<file path="src/rtl/round_robin_thread_scheduler_defines.svh">
// ----------------------------------------------------------------------------
// Round-robin thread scheduler: assertion macros
// Assertion macros used by the scheduler datapath (rrts_dp).
// ----------------------------------------------------------------------------
`ifndef ROUND_ROBIN_THREAD_SCHEDULER_DEFINES_SVH
`define ROUND_ROBIN_THREAD_SCHEDULER_DEFINES_SVH
`ifndef ASSERT_OFF
// Check a property on every clock edge outside reset.
`define RRTS_ASSERT(label, prop, msg) \
  label: assert property (@(posedge clk) disable iff (!rst_n) (prop)) else $error(msg);
// Check that a condition implies another in the next cycle.
`define RRTS_ASSERT_NEXT(label, pre, post, msg) \
  label: assert property (@(posedge clk) disable iff (!rst_n) (pre) |=> (post)) else $error(msg);
`else
`define RRTS_ASSERT(label, prop, msg)
`define RRTS_ASSERT_NEXT(label, pre, post, msg)
`endif
`endif

</file>
<file path="src/rtl/rrts_pkg.sv">
// ----------------------------------------------------------------------------
// Round-robin thread scheduler package
// Widths, event and outcome codes, and controller/datapath interface types.
// ----------------------------------------------------------------------------
package rrts_pkg;

  localparam int ID_W        = 4;
  localparam int CNT_W       = 5;
  localparam int KIND_W      = 2;
  localparam int OUTC_W      = 3;
  localparam int MAX_THREADS = 16;

  localparam logic [KIND_W-1:0] KIND_YIELD  = 2'd0;
  localparam logic [KIND_W-1:0] KIND_CREATE = 2'd1;
  localparam logic [KIND_W-1:0] KIND_EXIT   = 2'd2;
  localparam logic [KIND_W-1:0] KIND_JOIN   = 2'd3;

  localparam logic [OUTC_W-1:0] OUT_SWITCHED = 3'd0;
  localparam logic [OUTC_W-1:0] OUT_STAY     = 3'd1;
  localparam logic [OUTC_W-1:0] OUT_DONE     = 3'd2;
  localparam logic [OUTC_W-1:0] OUT_CREATED  = 3'd3;
  localparam logic [OUTC_W-1:0] OUT_REFUSED  = 3'd4;

  typedef struct packed {
    logic              latch;
    logic              yield;
    logic              create;
    logic              splice;
    logic              remove;
    logic              mark_done;
    logic              enq_wait;
    logic              load_out;
    logic              created;
    logic [OUTC_W-1:0] outcome;
  } rrts_cmd_t;

  typedef struct packed {
    logic [KIND_W-1:0] kind;
    logic              single;
    logic              create_ok;
    logic              exit_ok;
    logic              join_valid;
    logic              join_done;
    logic              join_ok;
    logic              out_free;
  } rrts_status_t;

endpackage

</file>
<file path="src/rtl/rrts_ctrl.sv">
// ----------------------------------------------------------------------------
// Scheduler controller
// Sequences one event through decide, splice, unlink, wait-list and result steps.
// ----------------------------------------------------------------------------
module rrts_ctrl (
  input  logic                  clk,
  input  logic                  rst_n,
  input  logic                  in_valid,
  output logic                  in_ready,
  input  rrts_pkg::rrts_status_t st,
  output rrts_pkg::rrts_cmd_t    cmd
);
  import rrts_pkg::*;

  typedef enum logic [5:0] {
    S_IDLE   = 6'b000001,
    S_DECIDE = 6'b000010,
    S_SPLICE = 6'b000100,
    S_REMOVE = 6'b001000,
    S_WAIT   = 6'b010000,
    S_RESP   = 6'b100000
  } state_t;

  state_t            state_r, state_nxt;
  logic [OUTC_W-1:0] outcome_r, outcome_nxt;
  logic              created_r, created_nxt;
  logic              join_r, join_nxt;

  assign in_ready = (state_r == S_IDLE);

  always_comb begin
    state_nxt   = state_r;
    outcome_nxt = outcome_r;
    created_nxt = created_r;
    join_nxt    = join_r;
    cmd         = '0;
    cmd.outcome = outcome_r;
    cmd.created = created_r;
    unique case (state_r)
      S_IDLE: begin
        if (in_valid) begin
          cmd.latch = 1'b1;
          state_nxt = S_DECIDE;
        end
      end
      S_DECIDE: begin
        outcome_nxt = OUT_REFUSED;
        created_nxt = 1'b0;
        join_nxt    = 1'b0;
        state_nxt   = S_RESP;
        unique case (st.kind)
          KIND_YIELD: begin
            cmd.yield   = 1'b1;
            outcome_nxt = st.single ? OUT_STAY : OUT_SWITCHED;
          end
          KIND_CREATE: begin
            if (st.create_ok) begin
              cmd.create  = 1'b1;
              created_nxt = 1'b1;
              outcome_nxt = OUT_CREATED;
            end
          end
          KIND_EXIT: begin
            if (st.exit_ok) begin
              outcome_nxt = OUT_SWITCHED;
              state_nxt   = S_SPLICE;
            end
          end
          KIND_JOIN: begin
            if (st.join_valid && st.join_done) begin
              outcome_nxt = OUT_DONE;
            end else if (st.join_ok) begin
              outcome_nxt = OUT_SWITCHED;
              join_nxt    = 1'b1;
              state_nxt   = S_REMOVE;
            end
          end
          default: ;
        endcase
      end
      S_SPLICE: begin
        cmd.splice = 1'b1;
        state_nxt  = S_REMOVE;
      end
      S_REMOVE: begin
        cmd.remove    = 1'b1;
        cmd.mark_done = !join_r;
        state_nxt     = join_r ? S_WAIT : S_RESP;
      end
      S_WAIT: begin
        cmd.enq_wait = 1'b1;
        state_nxt    = S_RESP;
      end
      S_RESP: begin
        if (st.out_free) begin
          cmd.load_out = 1'b1;
          state_nxt    = S_IDLE;
        end
      end
      default: state_nxt = S_IDLE;
    endcase
  end

  always_ff @(posedge clk) begin
    if (!rst_n) begin
      state_r <= S_IDLE;
    end else begin
      state_r <= state_nxt;
    end
    outcome_r <= outcome_nxt;
    created_r <= created_nxt;
    join_r    <= join_nxt;
  end

endmodule

</file>
<file path="src/rtl/rrts_dp.sv">
// ----------------------------------------------------------------------------
// Scheduler datapath
// Run list, wait lists, thread status and the result register.
// ----------------------------------------------------------------------------
`include "round_robin_thread_scheduler_defines.svh"

module rrts_dp #(
  parameter int MAX_THREADS = rrts_pkg::MAX_THREADS
) (
  input  logic                        clk,
  input  logic                        rst_n,
  input  logic [rrts_pkg::KIND_W-1:0] in_kind,
  input  logic [rrts_pkg::ID_W-1:0]   in_target_thread,
  input  rrts_pkg::rrts_cmd_t         cmd,
  output rrts_pkg::rrts_status_t      st,
  output logic                        out_valid,
  input  logic                        out_ready,
  output logic [rrts_pkg::OUTC_W-1:0] out_outcome,
  output logic [rrts_pkg::ID_W-1:0]   out_current_thread,
  output logic [rrts_pkg::ID_W-1:0]   out_new_thread,
  output logic [rrts_pkg::CNT_W-1:0]  out_runnable_count
);
  import rrts_pkg::*;

  localparam logic [CNT_W-1:0] MAX_CNT = CNT_W'(MAX_THREADS);

  logic [ID_W-1:0]  link_next_r [MAX_THREADS];
  logic [ID_W-1:0]  link_prev_r [MAX_THREADS];
  logic [ID_W-1:0]  wait_head_r [MAX_THREADS];
  logic [ID_W-1:0]  wait_tail_r [MAX_THREADS];
  logic [CNT_W-1:0] wait_cnt_r  [MAX_THREADS];
  logic [MAX_THREADS-1:0] has_wait_r, done_r;

  logic [ID_W-1:0]   head_r, tail_r, cur_r, old_r;
  logic [CNT_W-1:0]  size_r, free_r;
  logic [KIND_W-1:0] kind_r;
  logic [ID_W-1:0]   tgt_r;

  logic              ovalid_r;
  logic [OUTC_W-1:0] oout_r;
  logic [ID_W-1:0]   ocur_r, onew_r;
  logic [CNT_W-1:0]  osize_r;

  logic [ID_W-1:0] succ, cprev, cnext, new_id;

  assign cnext  = link_next_r[cur_r];
  assign cprev  = link_prev_r[cur_r];
  assign succ   = (cur_r == tail_r) ? head_r : cnext;
  assign new_id = free_r[ID_W-1:0];

  always_comb begin
    st            = '0;
    st.kind       = kind_r;
    st.single     = (size_r == CNT_W'(1));
    st.create_ok  = (free_r < MAX_CNT);
    st.exit_ok    = (size_r > CNT_W'(1)) || has_wait_r[cur_r];
    st.join_valid = ({1'b0, tgt_r} < free_r);
    st.join_done  = done_r[tgt_r];
    st.join_ok    = st.join_valid && !done_r[tgt_r] && (tgt_r != cur_r) &&
                    (size_r > CNT_W'(1));
    st.out_free   = !ovalid_r || out_ready;
  end

  // control registers of the lists
  always_ff @(posedge clk) begin
    if (!rst_n) begin
      head_r     <= '0;
      tail_r     <= '0;
      cur_r      <= '0;
      size_r     <= CNT_W'(1);
      free_r     <= CNT_W'(1);
      has_wait_r <= '0;
      done_r     <= '0;
      ovalid_r   <= 1'b0;
    end else begin
      if (cmd.yield) begin
        cur_r <= succ;
      end
      if (cmd.create) begin
        tail_r <= new_id;
        size_r <= size_r + CNT_W'(1);
        free_r <= free_r + CNT_W'(1);
      end
      if (cmd.splice && has_wait_r[cur_r]) begin
        tail_r             <= wait_tail_r[cur_r];
        size_r             <= size_r + wait_cnt_r[cur_r];
        has_wait_r[cur_r]  <= 1'b0;
      end
      if (cmd.remove) begin
        if (cur_r == head_r) head_r <= cnext;
        if (cur_r == tail_r) tail_r <= cprev;
        size_r <= size_r - CNT_W'(1);
        cur_r  <= succ;
        if (cmd.mark_done) done_r[cur_r] <= 1'b1;
      end
      if (cmd.enq_wait) begin
        has_wait_r[tgt_r] <= 1'b1;
      end
      if (cmd.load_out) begin
        ovalid_r <= 1'b1;
      end else if (out_ready) begin
        ovalid_r <= 1'b0;
      end
    end
  end

  // link tables and payload registers
  always_ff @(posedge clk) begin
    if (cmd.latch) begin
      kind_r <= in_kind;
      tgt_r  <= in_target_thread;
    end
    if (cmd.create) begin
      link_prev_r[new_id] <= tail_r;
      link_next_r[tail_r] <= new_id;
    end
    if (cmd.splice && has_wait_r[cur_r]) begin
      link_prev_r[wait_head_r[cur_r]] <= tail_r;
      link_next_r[tail_r]             <= wait_head_r[cur_r];
    end
    if (cmd.remove) begin
      old_r <= cur_r;
      if (cur_r != head_r) link_next_r[cprev] <= cnext;
      if (cur_r != tail_r) link_prev_r[cnext] <= cprev;
    end
    if (cmd.enq_wait) begin
      if (has_wait_r[tgt_r]) begin
        link_next_r[wait_tail_r[tgt_r]] <= old_r;
        link_prev_r[old_r]              <= wait_tail_r[tgt_r];
        wait_cnt_r[tgt_r]               <= wait_cnt_r[tgt_r] + CNT_W'(1);
      end else begin
        wait_head_r[tgt_r] <= old_r;
        wait_cnt_r[tgt_r]  <= CNT_W'(1);
      end
      wait_tail_r[tgt_r] <= old_r;
    end
    if (cmd.load_out) begin
      oout_r  <= cmd.outcome;
      ocur_r  <= cur_r;
      onew_r  <= cmd.created ? (new_id - ID_W'(1)) : '0;
      osize_r <= size_r;
    end
  end

  assign out_valid          = ovalid_r;
  assign out_outcome        = oout_r;
  assign out_current_thread = ocur_r;
  assign out_new_thread     = onew_r;
  assign out_runnable_count = osize_r;

  `RRTS_ASSERT(a_size_range, (size_r != '0) && (size_r <= MAX_CNT), "run list size out of range")
  `RRTS_ASSERT(a_cur_not_done, !done_r[cur_r], "running thread is marked done")
  `RRTS_ASSERT_NEXT(a_create_grows, cmd.create, size_r == $past(size_r) + CNT_W'(1), "create did not grow run list")

endmodule

</file>
<file path="src/rtl/round_robin_thread_scheduler.sv">
// Sequence: after an input is accepted, the controller runs decide, then splice and unlink for exit
// or unlink and wait-list for join, then loads the result once a pending result is taken on out_ready.
// Flow: one event at a time; a new input is accepted only after the result is loaded and the
// controller is back in idle.
// Reset: synchronous active-low rst_n; thread 0 runs alone, no result pending.
// ----------------------------------------------------------------------------
// Round-robin thread scheduler
// Run list with yield, create, exit and join; one result per event.
// ----------------------------------------------------------------------------
module round_robin_thread_scheduler #(
  parameter int MAX_THREADS = rrts_pkg::MAX_THREADS
) (
  input  logic                        clk,
  input  logic                        rst_n,
  input  logic                        in_valid,
  output logic                        in_ready,
  input  logic [rrts_pkg::KIND_W-1:0] in_kind,
  input  logic [rrts_pkg::ID_W-1:0]   in_target_thread,
  output logic                        out_valid,
  input  logic                        out_ready,
  output logic [rrts_pkg::OUTC_W-1:0] out_outcome,
  output logic [rrts_pkg::ID_W-1:0]   out_current_thread,
  output logic [rrts_pkg::ID_W-1:0]   out_new_thread,
  output logic [rrts_pkg::CNT_W-1:0]  out_runnable_count
);
  import rrts_pkg::*;

  rrts_cmd_t    cmd;
  rrts_status_t st;

  rrts_ctrl u_ctrl (
    .clk      (clk),
    .rst_n    (rst_n),
    .in_valid (in_valid),
    .in_ready (in_ready),
    .st       (st),
    .cmd      (cmd)
  );

  rrts_dp #(
    .MAX_THREADS (MAX_THREADS)
  ) u_dp (
    .clk                (clk),
    .rst_n              (rst_n),
    .in_kind            (in_kind),
    .in_target_thread   (in_target_thread),
    .cmd                (cmd),
    .st                 (st),
    .out_valid          (out_valid),
    .out_ready          (out_ready),
    .out_outcome        (out_outcome),
    .out_current_thread (out_current_thread),
    .out_new_thread     (out_new_thread),
    .out_runnable_count (out_runnable_count)
  );

endmodule
</file>
<file path="config.mk">
export PLATFORM = sky130hd
export DESIGN_NAME = round_robin_thread_scheduler
export DESIGN_NICKNAME = d
export VERILOG_FILES = /design/src/rtl/rrts_pkg.sv /design/src/rtl/rrts_ctrl.sv /design/src/rtl/rrts_dp.sv /design/src/rtl/round_robin_thread_scheduler.sv
export VERILOG_INCLUDE_DIRS = /design/src /design/src/rtl
export SDC_FILE = /design/constraint.sdc
export NUM_CORES = 1
export LEC_CHECK = 0
export BUFFER_PORTS_ARGS = -buffer_cell sky130_fd_sc_hd__buf_4
export CAP_MARGIN = 20
export CORE_MARGIN = 4
export CORE_UTILIZATION = 35
export DETAILED_ROUTE_END_ITERATION = 8
export GPL_TIMING_DRIVEN = 0
export SYNTH_ARGS = -nofsm -noshare
export SYNTH_HDL_FRONTEND = slang
export SYNTH_SLANG_ARGS = --single-unit
</file>
<file path="constraint.sdc">
create_clock -name clk -period 5 [get_ports clk]
set_input_delay 0.75 -clock clk [delete_from_list [all_inputs] [get_ports clk]]
set_output_delay 0.75 -clock clk [all_outputs]
set_load 0.03 [all_outputs]
</file>
Word level (Yosys, flattened, before mapping)
Memories as Yosys holds them, arrays and structs flattened. A register that Yosys moved wholly into a read port is not among the register bits.
Index checks and enable logic that the tools add are counted.

operators by class
  reductions and logical operators = 25
  magnitude comparators = 7
  equality and inequality tests = 17
  multiplexer cells = 98
  $add $sub $neg = 6
  bitwise gates (word level) = 7

operator list
  operator               count
  $mux W4                30
  $mux W16               3
  $mux W1                41
  $mux W6                6
  $pmux W6 S6            1
  $or A16 B16 Y16        2
  $mux W5                4
  $reduce_or A4 Y1       5
  $and A16 B16 Y16       1
  $not A16 Y16           1
  $add A5 B1 Y5 const B  3
  $bmux W1 S4            3
  $mux W3                4
  $ne A4 B4 Y1           3
  $pmux W3 S4            1
  $pmux W6 S2            1
  $lt A4 B5 Y1 const B   2
  $demux W1 S4           2
  $eq A4 B4 Y1           2
  $ge A4 B1 Y1 const B   2
  $logic_and A1 B1 Y1    7
  $eq A6 B1 Y1 const B   1
  $eq A6 B2 Y1 const B   1
  $eq A6 B3 Y1 const B   1
  other kinds (23)       33

storage, ports and cells
  input port bits = 10
  logic and storage cells = 184
  memories kept = 5
  register bits after elaboration = 92
  bits in writable memories = 336
  output and inout bits = 18

memories
  name              depth  bits a word  rd ports  clocked after memory_dff  wr ports  RTL line       RTL
  u_dp.wait_cnt_r   16     5            2         2                         1         rrts_dp.sv:31  logic [CNT_W-1:0] wait_cnt_r [MAX_THREADS];
  u_dp.link_next_r  16     4            1         1                         1         rrts_dp.sv:27  logic [ID_W-1:0] link_next_r [MAX_THREADS];
  u_dp.link_prev_r  16     4            1         1                         1         rrts_dp.sv:28  logic [ID_W-1:0] link_prev_r [MAX_THREADS];
  u_dp.wait_head_r  16     4            1         1                         1         rrts_dp.sv:29  logic [ID_W-1:0] wait_head_r [MAX_THREADS];
  u_dp.wait_tail_r  16     4            2         2                         1         rrts_dp.sv:30  logic [ID_W-1:0] wait_tail_r [MAX_THREADS];

Depth between registers and ports, before layout
  depth in word-level cells = 10
  gate-level depth with buffers = 18
  depth with buffers taken out = 15

By module
A second synthesis with hierarchy kept.

second synthesis, totals
  cells, all modules = 1814
  area, all modules = 22985.8 um^2

by module, submodules not included
  module     cells each  instances  sequential area each (um^2)  area each (um^2)
  rrts_dp    1750        1          12131.6                      22381.5
  rrts_ctrl  64          1          270.3                        604.3

Least setup slack after synthesis
OpenSTA, ideal clock, no wires.

  kind = reg-to-reg
  start = register (tool-made name)
  end = register u_dp.size_r[4]
  clock period less this slack = 3.882 ns
  stages on the path, launching flop included = 15
  path buffers = 4
  library setup time = 0.106 ns
  setup slack = 1.118 ns
  data required time = 4.894 ns
  arrival = 3.776 ns
  path through = dfxtp_1 buf_4 buf_6 buf_4 buf_2 mux4_2 mux4_2 nor2b_1 ha_1 a21o_1 a21oi_1 or3b_2 mux2i_1 a21oi_1 o311ai_0

RTL lines
  what                  RTL line       RTL
  end signal, assigned  rrts_dp.sv:81  size_r <= size_r + CNT_W'(1);
  end signal, assigned  rrts_dp.sv:86  size_r <= size_r + wait_cnt_r[cur_r];
  end signal, assigned  rrts_dp.sv:92  size_r <= size_r - CNT_W'(1);
  end, declared         rrts_dp.sv:35  logic [CNT_W-1:0] size_r, free_r;

==> results by group <==
Synthesis
  – YS warnings: 0
  – Largest area contributor in the netlist: edfxtp_1
  – Post-synthesis sequential element count: 436
  – Ys flop type: edfxtp_1
  – Cell with the most instances after synthesis: edfxtp_1
  – Ranking of synthesized cells by area: edfxtp_1, mux4_2, dfxtp_1
  – Netlist cell types: 73
  – Syn Area/Cell: 16.03 um^2
  – Post-synth EDFFs: 367
  – Ys async rst share: 0%
  – Post-synth top area share: 56.85%
  – Synth top cells by count: edfxtp_1, mux4_2, nor2_1, nand2_1, dfxtp_1
  – Post-synthesis cell count: 1209
  – Mapped cell area: 0.01938 mm^2
  – Syn_nets: 1232
  – Register area share after synthesis: 63.98%

Route
  – Vias/cell: 5.468
  – DR iter-0 viols: 1257
  – WL/cell: 24.28 um
  – DRT antenna net count: 0
  – DR DRC count: 0
  – DR pass1 iterations: 6
  – Vias: 11352
  – Final wirelength: 50.41 mm

Placement
  – Cell Area, Placed: 0.02064 mm^2
  – GPL Wtd Cong: 0.9351
  – DP HPWL: 36.11 mm
  – Port Buffers: 26
  – Place WS: 0.1206 ns

Timing
  – Worst-case clock skew: 0.02217 ns
  – Final worst path period share: 93.58%
  – Setup_tns: 0 ns
  – Fin Hold WS: 0.3725 ns
  – Post-route setup slack: 0.3212 ns
  – Minimum clock period: 4.679 ns
  – Setup-failing EPs final: 0
  – Achievable Freq: 213.7 MHz
  – RSZ-0062 raised after global routing: no
  – Final Hold Viols: 0
  – Worst slew margin: 25.67%
  – Slew Limit Fails: 0
  – Tightest Pin Transition: 1.105 ns

Cells and area
  – Core Util, Final: 40.92%
  – Area Growth Syn to Fin: 14.73%
  – Final #Nets: 1325
  – Fill cells: 4895
  – Layout cells sized above 1: 24.16%
  – Diode count: 0
  – Final non-filler cell area: 0.02224 mm^2

CTS
  – Max clock buf depth: 3
  – Hold Buf Count CTS: 0
  – CTS resizes: 0
  – Clk Latency, worst-skew pair: 0.57 ns
  – H-tree depth: 2
  – Clock transition at the registers of the reported paths: 0.06 ns
  – Postcts setup bufs: 0
  – Sink Count: 436
  – CTS Root Cell: clkbuf_16
  – CTS tree: yes
  – CTS buffer count: 47

Critical path
  – Worst Path Required: 5.46 ns
  – CP arrival: 5.14 ns
  – Setup CP Type: reg2reg
  – Worst setup SP type: flop
  – FF-to-FF setup slack: 0.32 ns
  – Critical Path End Type: flop
  – Critical path fanouts, max: 10

Die
  – IO Count: 28
  – Initial core utilization: 35.67%
  – Die footprint: 0.05921 mm^2
  – Die X: 243.3 um
  – Core area: 0.05435 mm^2
  – Rows: 85
  – Die Ht: 243.3 um

Global routing
  – Initial antenna violation count: 0
  – First-pass GRT wire length: 75.11 mm
  – GRT overflow: 0
  – Largest net degree at the start of global routing: 34
  – Gr usage total: 16.85%
  – Vias in the first global route: 11548

Run status
  – Run status: finished clean

Flow run
  – Max_cap viols: 0

Pwr
  – Power Dens Cells: 350.2 mW/mm^2
  – Leakage Power: 7.419 nW
  – Worst vdd ir: 0.0002459 V

Min path
  – Min-delay worst type: in2reg
==> cell usage in the layout, fill, tap and decap left out, types with 6 or more instances in the layout <==
cell type	instances
edfxtp_1	367
mux4_2	149
nor2_1	100
nand2_1	72
dfxtp_1	69
a21oi_1	57
clkbuf_16	49
inv_1	46
buf_4	43
clkbuf_1	36
o21ai_0	29
nand3_1	21
mux2i_1	20
buf_2	19
a22oi_1	19
nor3_1	19
xnor2_1	18
nor2b_1	16
ha_1	12
nand2b_1	10
and2_1	9
clkinv_1	9
nor4_1	9
clkinv_2	8
a211oi_1	7
buf_6	6
a31oi_1	6
mux2_2	6
==> critical path, cell delays in order, from the launching register on <==
cell	delay (ns)
dfxtp_1	0.30
buf_2	0.21
clkbuf_1	0.81
buf_2	0.54
mux4_2	0.58
or2_2	0.33
ha_1	0.21
inv_1	0.08
fa_1	0.22
inv_1	0.06
a21o_1	0.15
a21oi_1	0.31
or3b_2	0.47
mux2i_1	0.14
a21oi_1	0.06
o311ai_0	0.10
==> per-stage QoR <==
stage	total power, mW	instances
final	7.788	2076
after floorplan	4.300	1209
after CTS	7.847	2068
after global placement	4.403	1974
after detailed placement	4.416	1984
after global routing	8.033	2076
==> final cells by class <==
type	instances	area [um^2]	area share, %
well taps	739	924.6	4.158
clock buffers	63	1329	5.975
repair buffers	44	397.9	1.789
inverters	48	180.2	0.8101
plain buffers	63	332.8	1.496
clock inverters	21	197.7	0.8889
flip-flops and latches	436	12400	55.76
multi-input cells	662	6476	29.12
==> state kept, by name, summed over array words and instances, names as in the netlist, named ones only <==
register and flops:
u_ctrl.created_r 1, u_ctrl.join_r 1, u_ctrl.outcome_r 3, u_ctrl.state_r 6
u_dp.cur_r 4, u_dp.done_r 16, u_dp.free_r 5, u_dp.has_wait_r 16
u_dp.head_r 4, u_dp.kind_r 2, u_dp.link_next_r 64, u_dp.link_prev_r 64
u_dp.old_r 4, u_dp.out_current_thread 4, u_dp.out_new_thread 4, u_dp.out_outcome 3
u_dp.out_runnable_count 5, u_dp.out_valid 1, u_dp.size_r 5, u_dp.tail_r 4
u_dp.tgt_r 4, u_dp.wait_cnt_r 80, u_dp.wait_head_r 64, u_dp.wait_tail_r 64
==> final timing paths <==
check | from | endpoint | cells past startpoint
setup / recovery | flop | u_dp.size_r[4] | 15
hold / removal | in_kind[0] | u_dp.kind_r[0] | 1
setup reg to reg | flop | u_dp.size_r[4] | 15
hold reg to reg | u_ctrl.outcome_r[2] | u_dp.out_outcome[2] | 0
==> cell families (layout without fill, tap and decap cells) <==
logic type	count (synthesis)	count (layout)	synth area share [%]
adder cells (fa/ha/maj)	13	13	0.8778
XOR/XNOR	22	22	0.9940
flip-flops	436	436	63.98
buffers and inverters	111	239	2.640
AND/OR/NAND/NOR	296	296	7.449
multiplexers	177	177	18.85
AO/OA/AOI/OAI	154	154	5.215
==> metal layers <==
metal / vias to the layer above / track usage (%) / wire length [um] / share of wire (%)
met5: - / 0 / 0 / 0
met4: 0 / 7.146 / 2206 / 4.4
met3: 128 / 3.716 / 3661 / 7.3
met2: 467 / 26.77 / 23530 / 47
met1: 5790 / 22.51 / 21020 / 42
li1: 4967 / - / - / -
==> power breakdown <==
part	switching, mW	internal (mW)	total [mW]
logic	0.213	0.142	0.355
clock network	1.39	2.06	3.44
registers	0.0158	3.97	3.99
Note: power is estimated with default switching activity, not from simulation.
